===== src/hdl/orbk_pkg.sv =====
// Shared types, constants, saturating helpers and the microprogram ROM
// of the RK4/J2 orbit propagator. Depends on nothing.
package orbk_pkg;

    localparam logic [63:0] SMAX = 64'h7FFF_FFFF_FFFF_FFFF;
    localparam logic [63:0] SMIN = 64'h8000_0000_0000_0000;
    localparam logic [63:0] ONE_Q = 64'h0000_1000_0000_0000;
    localparam logic [63:0] FIVE_Q = 64'h0000_5000_0000_0000;
    localparam logic [63:0] K_J2 = 64'd28568663401;
    localparam logic [63:0] SIX_I = 64'd6;
    localparam logic [63:0] RECIP6 = 64'hAAAA_AAAA_AAAA_AAAB;
    localparam logic [127:0] HALF_LSB = 128'h0000_0000_0000_0000_0000_0800_0000_0000;
    localparam logic [62:0] MU_RST = 63'd7012253097866077143;
    localparam logic [62:0] AE_RST = 63'd112205355128587289;
    localparam logic [15:0] STEP_MAX = 16'hFFFF;

    // configuration register indexes
    localparam logic [2:0] REG_POS_X = 3'd0;
    localparam logic [2:0] REG_POS_Y = 3'd1;
    localparam logic [2:0] REG_POS_Z = 3'd2;
    localparam logic [2:0] REG_VEL_X = 3'd3;
    localparam logic [2:0] REG_VEL_Y = 3'd4;
    localparam logic [2:0] REG_VEL_Z = 3'd5;
    localparam logic [2:0] REG_MU    = 3'd6;
    localparam logic [2:0] REG_AE    = 3'd7;

    typedef logic [5:0] addr_t;
    typedef logic [5:0] upc_t;

    // operand space: fixed registers below 32, scratch memory from 32 up
    localparam addr_t A_INIT0  = 6'd0;
    localparam addr_t A_MU     = 6'd6;
    localparam addr_t A_AE     = 6'd7;
    localparam addr_t A_POSX   = 6'd8;
    localparam addr_t A_POSY   = 6'd9;
    localparam addr_t A_POSZ   = 6'd10;
    localparam addr_t A_VELX   = 6'd11;
    localparam addr_t A_VELY   = 6'd12;
    localparam addr_t A_VELZ   = 6'd13;
    localparam addr_t A_K      = 6'd14;
    localparam addr_t A_ONE    = 6'd15;
    localparam addr_t A_FIVE   = 6'd16;
    localparam addr_t A_ZERO   = 6'd17;
    localparam addr_t A_SIX    = 6'd18;
    localparam addr_t A_POS_AX = 6'd19;
    localparam addr_t A_VEL_AX = 6'd20;
    localparam addr_t A_NP_AX  = 6'd21;
    localparam addr_t A_NV_AX  = 6'd22;
    localparam addr_t A_NP0    = 6'd32;
    localparam addr_t A_NV0    = 6'd35;
    localparam addr_t A_TR     = 6'd38;
    localparam addr_t A_FC     = 6'd39;
    localparam addr_t A_FW     = 6'd40;
    localparam addr_t A_FQ     = 6'd41;
    localparam addr_t A_T1     = 6'd42;
    localparam addr_t A_T2     = 6'd43;
    localparam addr_t A_T3     = 6'd44;
    localparam addr_t A_T4     = 6'd45;
    localparam addr_t A_H      = 6'd46;
    localparam addr_t A_Q0     = 6'd47;
    localparam addr_t A_Q1     = 6'd48;
    localparam addr_t A_Q2     = 6'd49;
    localparam addr_t A_Q3     = 6'd50;
    localparam addr_t A_K1     = 6'd51;
    localparam addr_t A_K2     = 6'd52;
    localparam addr_t A_K3     = 6'd53;
    localparam addr_t A_T      = 6'd54;
    localparam addr_t A_U      = 6'd55;

    localparam upc_t PC_AXIS  = 6'd4;
    localparam upc_t PC_FORCE = 6'd49;

    typedef enum logic [3:0] {
        OP_ADD, OP_SUB, OP_HALF, OP_MUL, OP_DIV, OP_IDIV, OP_SQ0, OP_SQA,
        OP_SQRT, OP_CALL, OP_RET, OP_LOOP, OP_END
    } op_t;

    typedef struct packed {
        op_t   op;
        addr_t dst;
        addr_t sa;
        addr_t sb;
        upc_t  tgt;
    } uword_t;

    typedef struct packed {
        logic       rd_en;
        logic       wr_en;
        logic       load_init;
        addr_t      dst;
        addr_t      sa;
        addr_t      sb;
        logic [1:0] axis;
    } dp_ctrl_t;

    typedef enum logic [2:0] {
        SQ_IDLE, SQ_FETCH, SQ_START, SQ_WAIT, SQ_DONE
    } seq_state_t;

    typedef enum logic [2:0] {
        AR_IDLE, AR_MUL, AR_MFIN, AR_DIV, AR_DFIN, AR_SQRT, AR_RFIN, AR_DONE
    } ar_state_t;

    function automatic logic [63:0] qsat(logic [63:0] m, logic over, logic neg);
        logic [63:0] r;
        if (neg) begin
            if (over || (m > SMIN)) r = SMIN;
            else r = 64'd0 - m;
        end
        else begin
            if (over || m[63]) r = SMAX;
            else r = m;
        end
        return r;
    endfunction

    function automatic logic [63:0] mag(logic [63:0] a);
        return a[63] ? (64'd0 - a) : a;
    endfunction

    function automatic logic [63:0] sadd(logic [63:0] a, logic [63:0] b);
        logic [64:0] s;
        s = {a[63], a} + {b[63], b};
        if (s[64] != s[63]) return s[64] ? SMIN : SMAX;
        return s[63:0];
    endfunction

    function automatic logic [63:0] ssub(logic [63:0] a, logic [63:0] b);
        logic [64:0] s;
        s = {a[63], a} - {b[63], b};
        if (s[64] != s[63]) return s[64] ? SMIN : SMAX;
        return s[63:0];
    endfunction

    function automatic logic [63:0] half(logic [63:0] a);
        logic [63:0] t;
        t = a + {63'd0, a[63]};
        return {t[63], t[63:1]};
    endfunction

    function automatic uword_t uw(op_t o, addr_t d, addr_t a, addr_t b, upc_t t);
        uword_t w;
        w.op = o;
        w.dst = d;
        w.sa = a;
        w.sb = b;
        w.tgt = t;
        return w;
    endfunction

    function automatic uword_t ucode(upc_t pc);
        uword_t w;
        case (pc)
            6'd0:  w = uw(OP_SQ0,  A_ZERO,  A_POSX,   A_POSX,   6'd0);
            6'd1:  w = uw(OP_SQA,  A_ZERO,  A_POSY,   A_POSY,   6'd0);
            6'd2:  w = uw(OP_SQA,  A_ZERO,  A_POSZ,   A_POSZ,   6'd0);
            6'd3:  w = uw(OP_SQRT, A_TR,    A_ZERO,   A_ZERO,   6'd0);
            6'd4:  w = uw(OP_ADD,  A_FC,    A_POS_AX, A_ZERO,   6'd0);
            6'd5:  w = uw(OP_ADD,  A_FW,    A_POSZ,   A_ZERO,   6'd0);
            6'd6:  w = uw(OP_CALL, A_ZERO,  A_ZERO,   A_ZERO,   PC_FORCE);
            6'd7:  w = uw(OP_ADD,  A_Q0,    A_FQ,     A_ZERO,   6'd0);
            6'd8:  w = uw(OP_HALF, A_H,     A_Q0,     A_ZERO,   6'd0);
            6'd9:  w = uw(OP_ADD,  A_K1,    A_VEL_AX, A_H,      6'd0);
            6'd10: w = uw(OP_HALF, A_H,     A_VEL_AX, A_ZERO,   6'd0);
            6'd11: w = uw(OP_ADD,  A_FC,    A_POS_AX, A_H,      6'd0);
            6'd12: w = uw(OP_ADD,  A_FW,    A_POSZ,   A_H,      6'd0);
            6'd13: w = uw(OP_CALL, A_ZERO,  A_ZERO,   A_ZERO,   PC_FORCE);
            6'd14: w = uw(OP_ADD,  A_Q1,    A_FQ,     A_ZERO,   6'd0);
            6'd15: w = uw(OP_HALF, A_H,     A_Q1,     A_ZERO,   6'd0);
            6'd16: w = uw(OP_ADD,  A_K2,    A_VEL_AX, A_H,      6'd0);
            6'd17: w = uw(OP_HALF, A_H,     A_K1,     A_ZERO,   6'd0);
            6'd18: w = uw(OP_ADD,  A_FC,    A_POS_AX, A_H,      6'd0);
            6'd19: w = uw(OP_ADD,  A_FW,    A_POSZ,   A_H,      6'd0);
            6'd20: w = uw(OP_CALL, A_ZERO,  A_ZERO,   A_ZERO,   PC_FORCE);
            6'd21: w = uw(OP_ADD,  A_Q2,    A_FQ,     A_ZERO,   6'd0);
            6'd22: w = uw(OP_ADD,  A_K3,    A_VEL_AX, A_Q2,     6'd0);
            6'd23: w = uw(OP_ADD,  A_FC,    A_POS_AX, A_K2,     6'd0);
            6'd24: w = uw(OP_ADD,  A_FW,    A_POSZ,   A_K2,     6'd0);
            6'd25: w = uw(OP_CALL, A_ZERO,  A_ZERO,   A_ZERO,   PC_FORCE);
            6'd26: w = uw(OP_ADD,  A_Q3,    A_FQ,     A_ZERO,   6'd0);
            6'd27: w = uw(OP_ADD,  A_T,     A_K1,     A_K1,     6'd0);
            6'd28: w = uw(OP_ADD,  A_T,     A_VEL_AX, A_T,      6'd0);
            6'd29: w = uw(OP_ADD,  A_U,     A_K2,     A_K2,     6'd0);
            6'd30: w = uw(OP_ADD,  A_T,     A_T,      A_U,      6'd0);
            6'd31: w = uw(OP_ADD,  A_T,     A_T,      A_K3,     6'd0);
            6'd32: w = uw(OP_IDIV, A_T,     A_T,      A_SIX,    6'd0);
            6'd33: w = uw(OP_ADD,  A_NP_AX, A_POS_AX, A_T,      6'd0);
            6'd34: w = uw(OP_ADD,  A_T,     A_Q1,     A_Q1,     6'd0);
            6'd35: w = uw(OP_ADD,  A_T,     A_Q0,     A_T,      6'd0);
            6'd36: w = uw(OP_ADD,  A_U,     A_Q2,     A_Q2,     6'd0);
            6'd37: w = uw(OP_ADD,  A_T,     A_T,      A_U,      6'd0);
            6'd38: w = uw(OP_ADD,  A_T,     A_T,      A_Q3,     6'd0);
            6'd39: w = uw(OP_IDIV, A_T,     A_T,      A_SIX,    6'd0);
            6'd40: w = uw(OP_ADD,  A_NV_AX, A_VEL_AX, A_T,      6'd0);
            6'd41: w = uw(OP_LOOP, A_ZERO,  A_ZERO,   A_ZERO,   PC_AXIS);
            6'd42: w = uw(OP_ADD,  A_POSX,  A_NP0,    A_ZERO,   6'd0);
            6'd43: w = uw(OP_ADD,  A_POSY,  A_NP0 + 6'd1, A_ZERO, 6'd0);
            6'd44: w = uw(OP_ADD,  A_POSZ,  A_NP0 + 6'd2, A_ZERO, 6'd0);
            6'd45: w = uw(OP_ADD,  A_VELX,  A_NV0,    A_ZERO,   6'd0);
            6'd46: w = uw(OP_ADD,  A_VELY,  A_NV0 + 6'd1, A_ZERO, 6'd0);
            6'd47: w = uw(OP_ADD,  A_VELZ,  A_NV0 + 6'd2, A_ZERO, 6'd0);
            6'd48: w = uw(OP_END,  A_ZERO,  A_ZERO,   A_ZERO,   6'd0);
            6'd49: w = uw(OP_DIV,  A_T1,    A_MU,     A_TR,     6'd0);
            6'd50: w = uw(OP_DIV,  A_T1,    A_T1,     A_TR,     6'd0);
            6'd51: w = uw(OP_DIV,  A_T2,    A_FC,     A_TR,     6'd0);
            6'd52: w = uw(OP_DIV,  A_T3,    A_FW,     A_TR,     6'd0);
            6'd53: w = uw(OP_DIV,  A_T4,    A_AE,     A_TR,     6'd0);
            6'd54: w = uw(OP_MUL,  A_T3,    A_T3,     A_T3,     6'd0);
            6'd55: w = uw(OP_MUL,  A_T3,    A_T3,     A_FIVE,   6'd0);
            6'd56: w = uw(OP_SUB,  A_T3,    A_T3,     A_ONE,    6'd0);
            6'd57: w = uw(OP_MUL,  A_T4,    A_T4,     A_T4,     6'd0);
            6'd58: w = uw(OP_MUL,  A_T4,    A_K,      A_T4,     6'd0);
            6'd59: w = uw(OP_MUL,  A_T4,    A_T4,     A_T3,     6'd0);
            6'd60: w = uw(OP_SUB,  A_T4,    A_T4,     A_ONE,    6'd0);
            6'd61: w = uw(OP_MUL,  A_T1,    A_T1,     A_T2,     6'd0);
            6'd62: w = uw(OP_MUL,  A_FQ,    A_T1,     A_T4,     6'd0);
            6'd63: w = uw(OP_RET,  A_ZERO,  A_ZERO,   A_ZERO,   6'd0);
            default: w = uw(OP_END, A_ZERO, A_ZERO,   A_ZERO,   6'd0);
        endcase
        return w;
    endfunction

endpackage


===== src/hdl/orbk_seq.sv =====
// Microcode sequencer: program counter, call/return and axis loop over the
// ROM in orbk_pkg. Depends on orbk_pkg.
module orbk_seq
    import orbk_pkg::*;
(
    input  logic     clk,
    input  logic     rst_n,
    input  logic     go,
    input  logic     go_restart,
    input  logic     out_free,
    input  logic     ar_done,
    output dp_ctrl_t ctrl,
    output logic     ar_start,
    output op_t      ar_op,
    output logic     busy,
    output logic     out_load
);

    seq_state_t st_reg, st_next;
    upc_t       pc_reg, pc_next;
    upc_t       ret_reg, ret_next;
    logic [1:0] axis_reg, axis_next;
    uword_t     w;

    always_ff @(posedge clk or negedge rst_n)
    begin
        if (!rst_n)
        begin
            st_reg   <= SQ_IDLE;
            pc_reg   <= '0;
            ret_reg  <= '0;
            axis_reg <= '0;
        end
        else
        begin
            st_reg   <= st_next;
            pc_reg   <= pc_next;
            ret_reg  <= ret_next;
            axis_reg <= axis_next;
        end
    end

    always_comb
    begin
        w              = ucode(pc_reg);
        st_next        = st_reg;
        pc_next        = pc_reg;
        ret_next       = ret_reg;
        axis_next      = axis_reg;
        ctrl.rd_en     = 1'b0;
        ctrl.wr_en     = 1'b0;
        ctrl.load_init = 1'b0;
        ctrl.dst       = w.dst;
        ctrl.sa        = w.sa;
        ctrl.sb        = w.sb;
        ctrl.axis      = axis_reg;
        ar_start       = 1'b0;
        out_load       = 1'b0;
        case (st_reg)
            SQ_IDLE:
            begin
                if (go)
                begin
                    if (go_restart)
                    begin
                        ctrl.load_init = 1'b1;
                        st_next        = SQ_DONE;
                    end
                    else
                    begin
                        pc_next   = '0;
                        axis_next = '0;
                        st_next   = SQ_FETCH;
                    end
                end
            end
            SQ_FETCH:
            begin
                case (w.op)
                    OP_CALL:
                    begin
                        ret_next = pc_reg + 6'd1;
                        pc_next  = w.tgt;
                    end
                    OP_RET:
                    begin
                        pc_next = ret_reg;
                    end
                    OP_LOOP:
                    begin
                        if (axis_reg != 2'd2)
                        begin
                            axis_next = axis_reg + 2'd1;
                            pc_next   = w.tgt;
                        end
                        else
                        begin
                            pc_next = pc_reg + 6'd1;
                        end
                    end
                    OP_END:
                    begin
                        st_next = SQ_DONE;
                    end
                    default:
                    begin
                        ctrl.rd_en = 1'b1;
                        st_next    = SQ_START;
                    end
                endcase
            end
            SQ_START:
            begin
                ar_start = 1'b1;
                st_next  = SQ_WAIT;
            end
            SQ_WAIT:
            begin
                if (ar_done)
                begin
                    ctrl.wr_en = (w.op == OP_ADD) || (w.op == OP_SUB) ||
                                 (w.op == OP_HALF) || (w.op == OP_MUL) ||
                                 (w.op == OP_DIV) || (w.op == OP_IDIV) ||
                                 (w.op == OP_SQRT);
                    pc_next = pc_reg + 6'd1;
                    st_next = SQ_FETCH;
                end
            end
            SQ_DONE:
            begin
                if (out_free)
                begin
                    out_load = 1'b1;
                    st_next  = SQ_IDLE;
                end
            end
            default:
            begin
                st_next = SQ_IDLE;
            end
        endcase
    end

    assign ar_op = w.op;
    assign busy  = (st_reg != SQ_IDLE);

endmodule


===== config.mk =====
export PLATFORM = sky130hd
export DESIGN_NAME = orbk_seq
export DESIGN_NICKNAME = d
export VERILOG_FILES = /design/src/hdl/orbk_pkg.sv /design/src/hdl/orbk_seq.sv
export SDC_FILE = /design/constraint.sdc
export NUM_CORES = 1
export LEC_CHECK = 0
export ABC_AREA = 0
export BUFFER_PORTS_ARGS = -buffer_cell sky130_fd_sc_hd__buf_2
export CORE_MARGIN = 2
export CORE_UTILIZATION = 45
export DETAILED_ROUTE_END_ITERATION = 12
export PLACE_DENSITY = 0.67
export SYNTH_ARGS = -nofsm -noshare
export SYNTH_HDL_FRONTEND = slang
export SYNTH_SLANG_ARGS = --single-unit

===== constraint.sdc =====
create_clock -name clk -period 7.7 [get_ports clk]
set_input_delay 2.31 -clock clk [delete_from_list [all_inputs] [get_ports clk]]
set_output_delay 2.31 -clock clk [all_outputs]
set_load 0.02 [all_outputs]

==> summary.md <==
| Metric | Value |
|---|---|
| Clk slew on worst S/H paths | `0.06 ns` |
| Post-synth top area share | `0.144` |
| Cts hold-fix bufs | `0` |
| I/O pins | `36` |
| Post-synth top cells | `57 x nand2_1, 46 x a21oi_1, 44 x nor2_1, 43 x o21ai_0, 27 x clkbuf_1` |
| Fin. max-slew vios | `0` |
| FF+latch count, synth | `17` |
| Count of final setup violators | `0` |
| Core box area | `6350 µm²` |
| Detailed Routing Iterations Pass 1 | `5` |
| Post-cts sizing count | `0` |
| CP Launch Type | `register` |
| CP delay by family, top | `compound AO/OA/AOI/OAI gates` |
| Pre-CTS WS | `2.15 ns` |
| Status | `complete, no violations` |
| DR WL/cell | `18.6 µm` |
| Crit path kind | `register to output pin` |
| Worst Clk Skew | `0.000573 ns` |
| Top_reg_cell synth | `dfrtp_1` |
| Initial Util | `0.465` |
| Least-Margin Pin Slew | `1.03 ns` |
| Worst Hold Class | `register to register` |
| Post-synth top area cell | `dfrtp_1` |
| Drt total wl | `9440 µm` |
| Final #Nets | `451` |
| Crit path buf inv count | `2` |
| Antenna Cells | `0` |
| Via count | `3,336` |
| Fmax | `170 MHz` |
| H-tree level count | `1` |
| Crit-path slowest cell | `dfrtp_1` |
| Die area | `7230 µm²` |
| Setup Fix Bufs, Post-CTS | `0` |
| Area contributors post-synth | `dfrtp_1 14%, a21oi_1 7.8%, o21ai_0 7.3%` |
| Mapped Nets | `453` |
| Post-synth EDFFs | `0` |
| Asr flop ratio synth | `1.00` |
| Root Buffer | `clkbuf_8` |
| Gate Count Post-Synth | `434` |
| Cell Area, Synth | `2960 µm²` |
| TritonCTS clock tree | `built` |
| Clock Tree Buf Depth | `2` |
| Final ANT Viol Nets | `0` |
| # clock sinks | `17` |
| Critical Path Sink Type | `output pin` |
| Pleak | `0.00127 µW` |
| Drc violations | `0` |
| PwrDens | `456 nW/µm²` |
| Initial antenna violation count | `0` |
| Crit path DAT | `3.57 ns` |
| Maximum VDD drop | `0.315 mV` |
| Sequential fraction of the synthesis area | `0.144` |
| Vias in the first global route | `3,131` |
| Min Clock Period, post-route | `5.88 ns` |
| Dpl hpwl | `6750 µm` |
| Total gr overflow | `0` |
| Yosys warns | `0` |
| Site Rows | `29` |
| MaxCap Viol Count | `0` |
| Number of buffers created by CTS | `3` |
| Clk_lat worst skew | `0.25 ns` |
| Unrepaired setup endpoints after global routing | `false` |
| Power, Total | `1410 µW` |
| Syn Area/Cell | `6.81 µm²` |
| Final period utilization | `0.763` |
| Critical Path RT | `5.39 ns` |
| Buffers on Ports | `35` |
| First-pass GRT wire length | `16,000 µm` |
| Setup_tns | `0 ns` |
| Largest net degree at the start of global routing | `60` |
| Final WS setup | `1.82 ns` |
| Synth unique cells | `68` |
| DIE WIDTH | `85.0 µm` |
| Slew headroom | `0.311` |
| Peak per-stage delay on the critical path | `0.78 ns` |
| Critical path fanouts, max | `21` |
| Die H | `85.0 µm` |
| Final Hold Viols | `0` |
| Iter 0 DRT Violations | `567` |
| Share of layout cells above drive strength 1 | `0.153` |
| Most common cell in the netlist | `nand2_1` |
| Crit-path cells | `inv_1, ha_1, nor2b_1, o211ai_1, a21boi_0, and4_4, nand2_1, o21ai_0, o2111a_1, buf_2` |
| Vias/cell | `6.57` |
| Area grow syn2layout | `4.32%` |
| Placer congestion estimate | `0.966` |
| Tot GR Track Use | `0.266` |
## per-stage QoR
step	cell area, µm²	cells	util	hold WS, ns
after global routing	3080	508	0.486	0.510
after global placement	3040	504	0.478	0.474
after CTS	3080	508	0.486	0.494
final	3080	508	0.486	0.494
after floorplan	2960	434	-	0.457
after detailed placement	3040	504	0.478	0.484
## area by class of cell
cell class              count  area, µm²
repair buffers             37        190
multi-input cells         356       2260
clock buffers               4       45.0
flip-flops and latches     17        429
fillers                   630       3270
well taps                  77       96.3
inverters                  17       66.3
## cell families (layout without fill, tap and decap cells)
group                      Yosys count  in the layout  share of synthesized area
DFF                                 17             17                      0.144
xor gates and xnor gates             3              3                    0.00889
AOI/OAI and AO/OA                  162            162                      0.357
adders and majority gates           13             13                     0.0550
muxes                               24             24                     0.0889
buffers and inverters               61             58                     0.0927
and+or+nand+nor                    154            154                      0.253
## layout by cell type, fill, tap and decap left out, drive strengths merged, types with 3 or more instances in the layout
cell / Yosys / final
clkbuf: 27 / 4
nor2b: 5 / 5
nor4: 4 / 4
nand3: 11 / 11
and3: 4 / 4
a21oi: 46 / 46
or2: 4 / 4
o211ai: 5 / 5
a2bb2oi: 7 / 7
inv: 16 / 16
mux2: 5 / 5
buf: 17 / 37
a21boi: 3 / 3
and2: 3 / 3
mux2i: 18 / 18
o21ai: 46 / 46
a31oi: 8 / 8
nor3: 8 / 8
nand2: 57 / 57
o22ai: 7 / 7
a311oi: 6 / 6
xnor2: 3 / 3
o221ai: 3 / 3
a211oi: 9 / 9
o31ai: 3 / 3
nor2: 46 / 46
ha: 13 / 13
dfrtp: 17 / 17
## worst paths after layout
| kind | start | cells after the start | endpoint | slack (ns) |
|---|---|---|---|---|
| worst max register to register | pc_reg[0] | 8 | st_reg[0] | 3.99 |
| max in group asynchronous | rst_n | 1 | pc_reg[3] | 5.44 |
| worst max-delay path | pc_reg[0] | 10 | ctrl[21] | 1.82 |
| worst min-delay path | ret_reg[2] | 1 | ret_reg[2] | 0.49 |
| min in group asynchronous | rst_n | 1 | st_reg[1] | 1.97 |
| worst min register to register | ret_reg[2] | 1 | ret_reg[2] | 0.49 |
## per-layer routing
metal	vias to the layer above	track usage	wire [µm]
met1	1521	0.387	4040
met5	-	0	0
li1	1579	-	-
met2	200	0.404	4240
met4	0	0.110	370
met3	36	0.0233	786
## worst register-to-register path, cell delays in order (launching register included)
cell	delay (ns)
dfrtp_1	0.63
inv_1	0.46
ha_1	0.59
a22oi_1	0.28
a2bb2oi_1	0.24
and3_2	0.29
a2111oi_4	0.58
or2_1	0.21
mux2_1	0.32
## power by group
part           internal (µW)  leakage (µW)  switching [µW]
registers                118      0.000219             105
clock network           36.6     0.0000228            27.1
logic                    397       0.00103             723
Power figures use the tool's default switching activity.
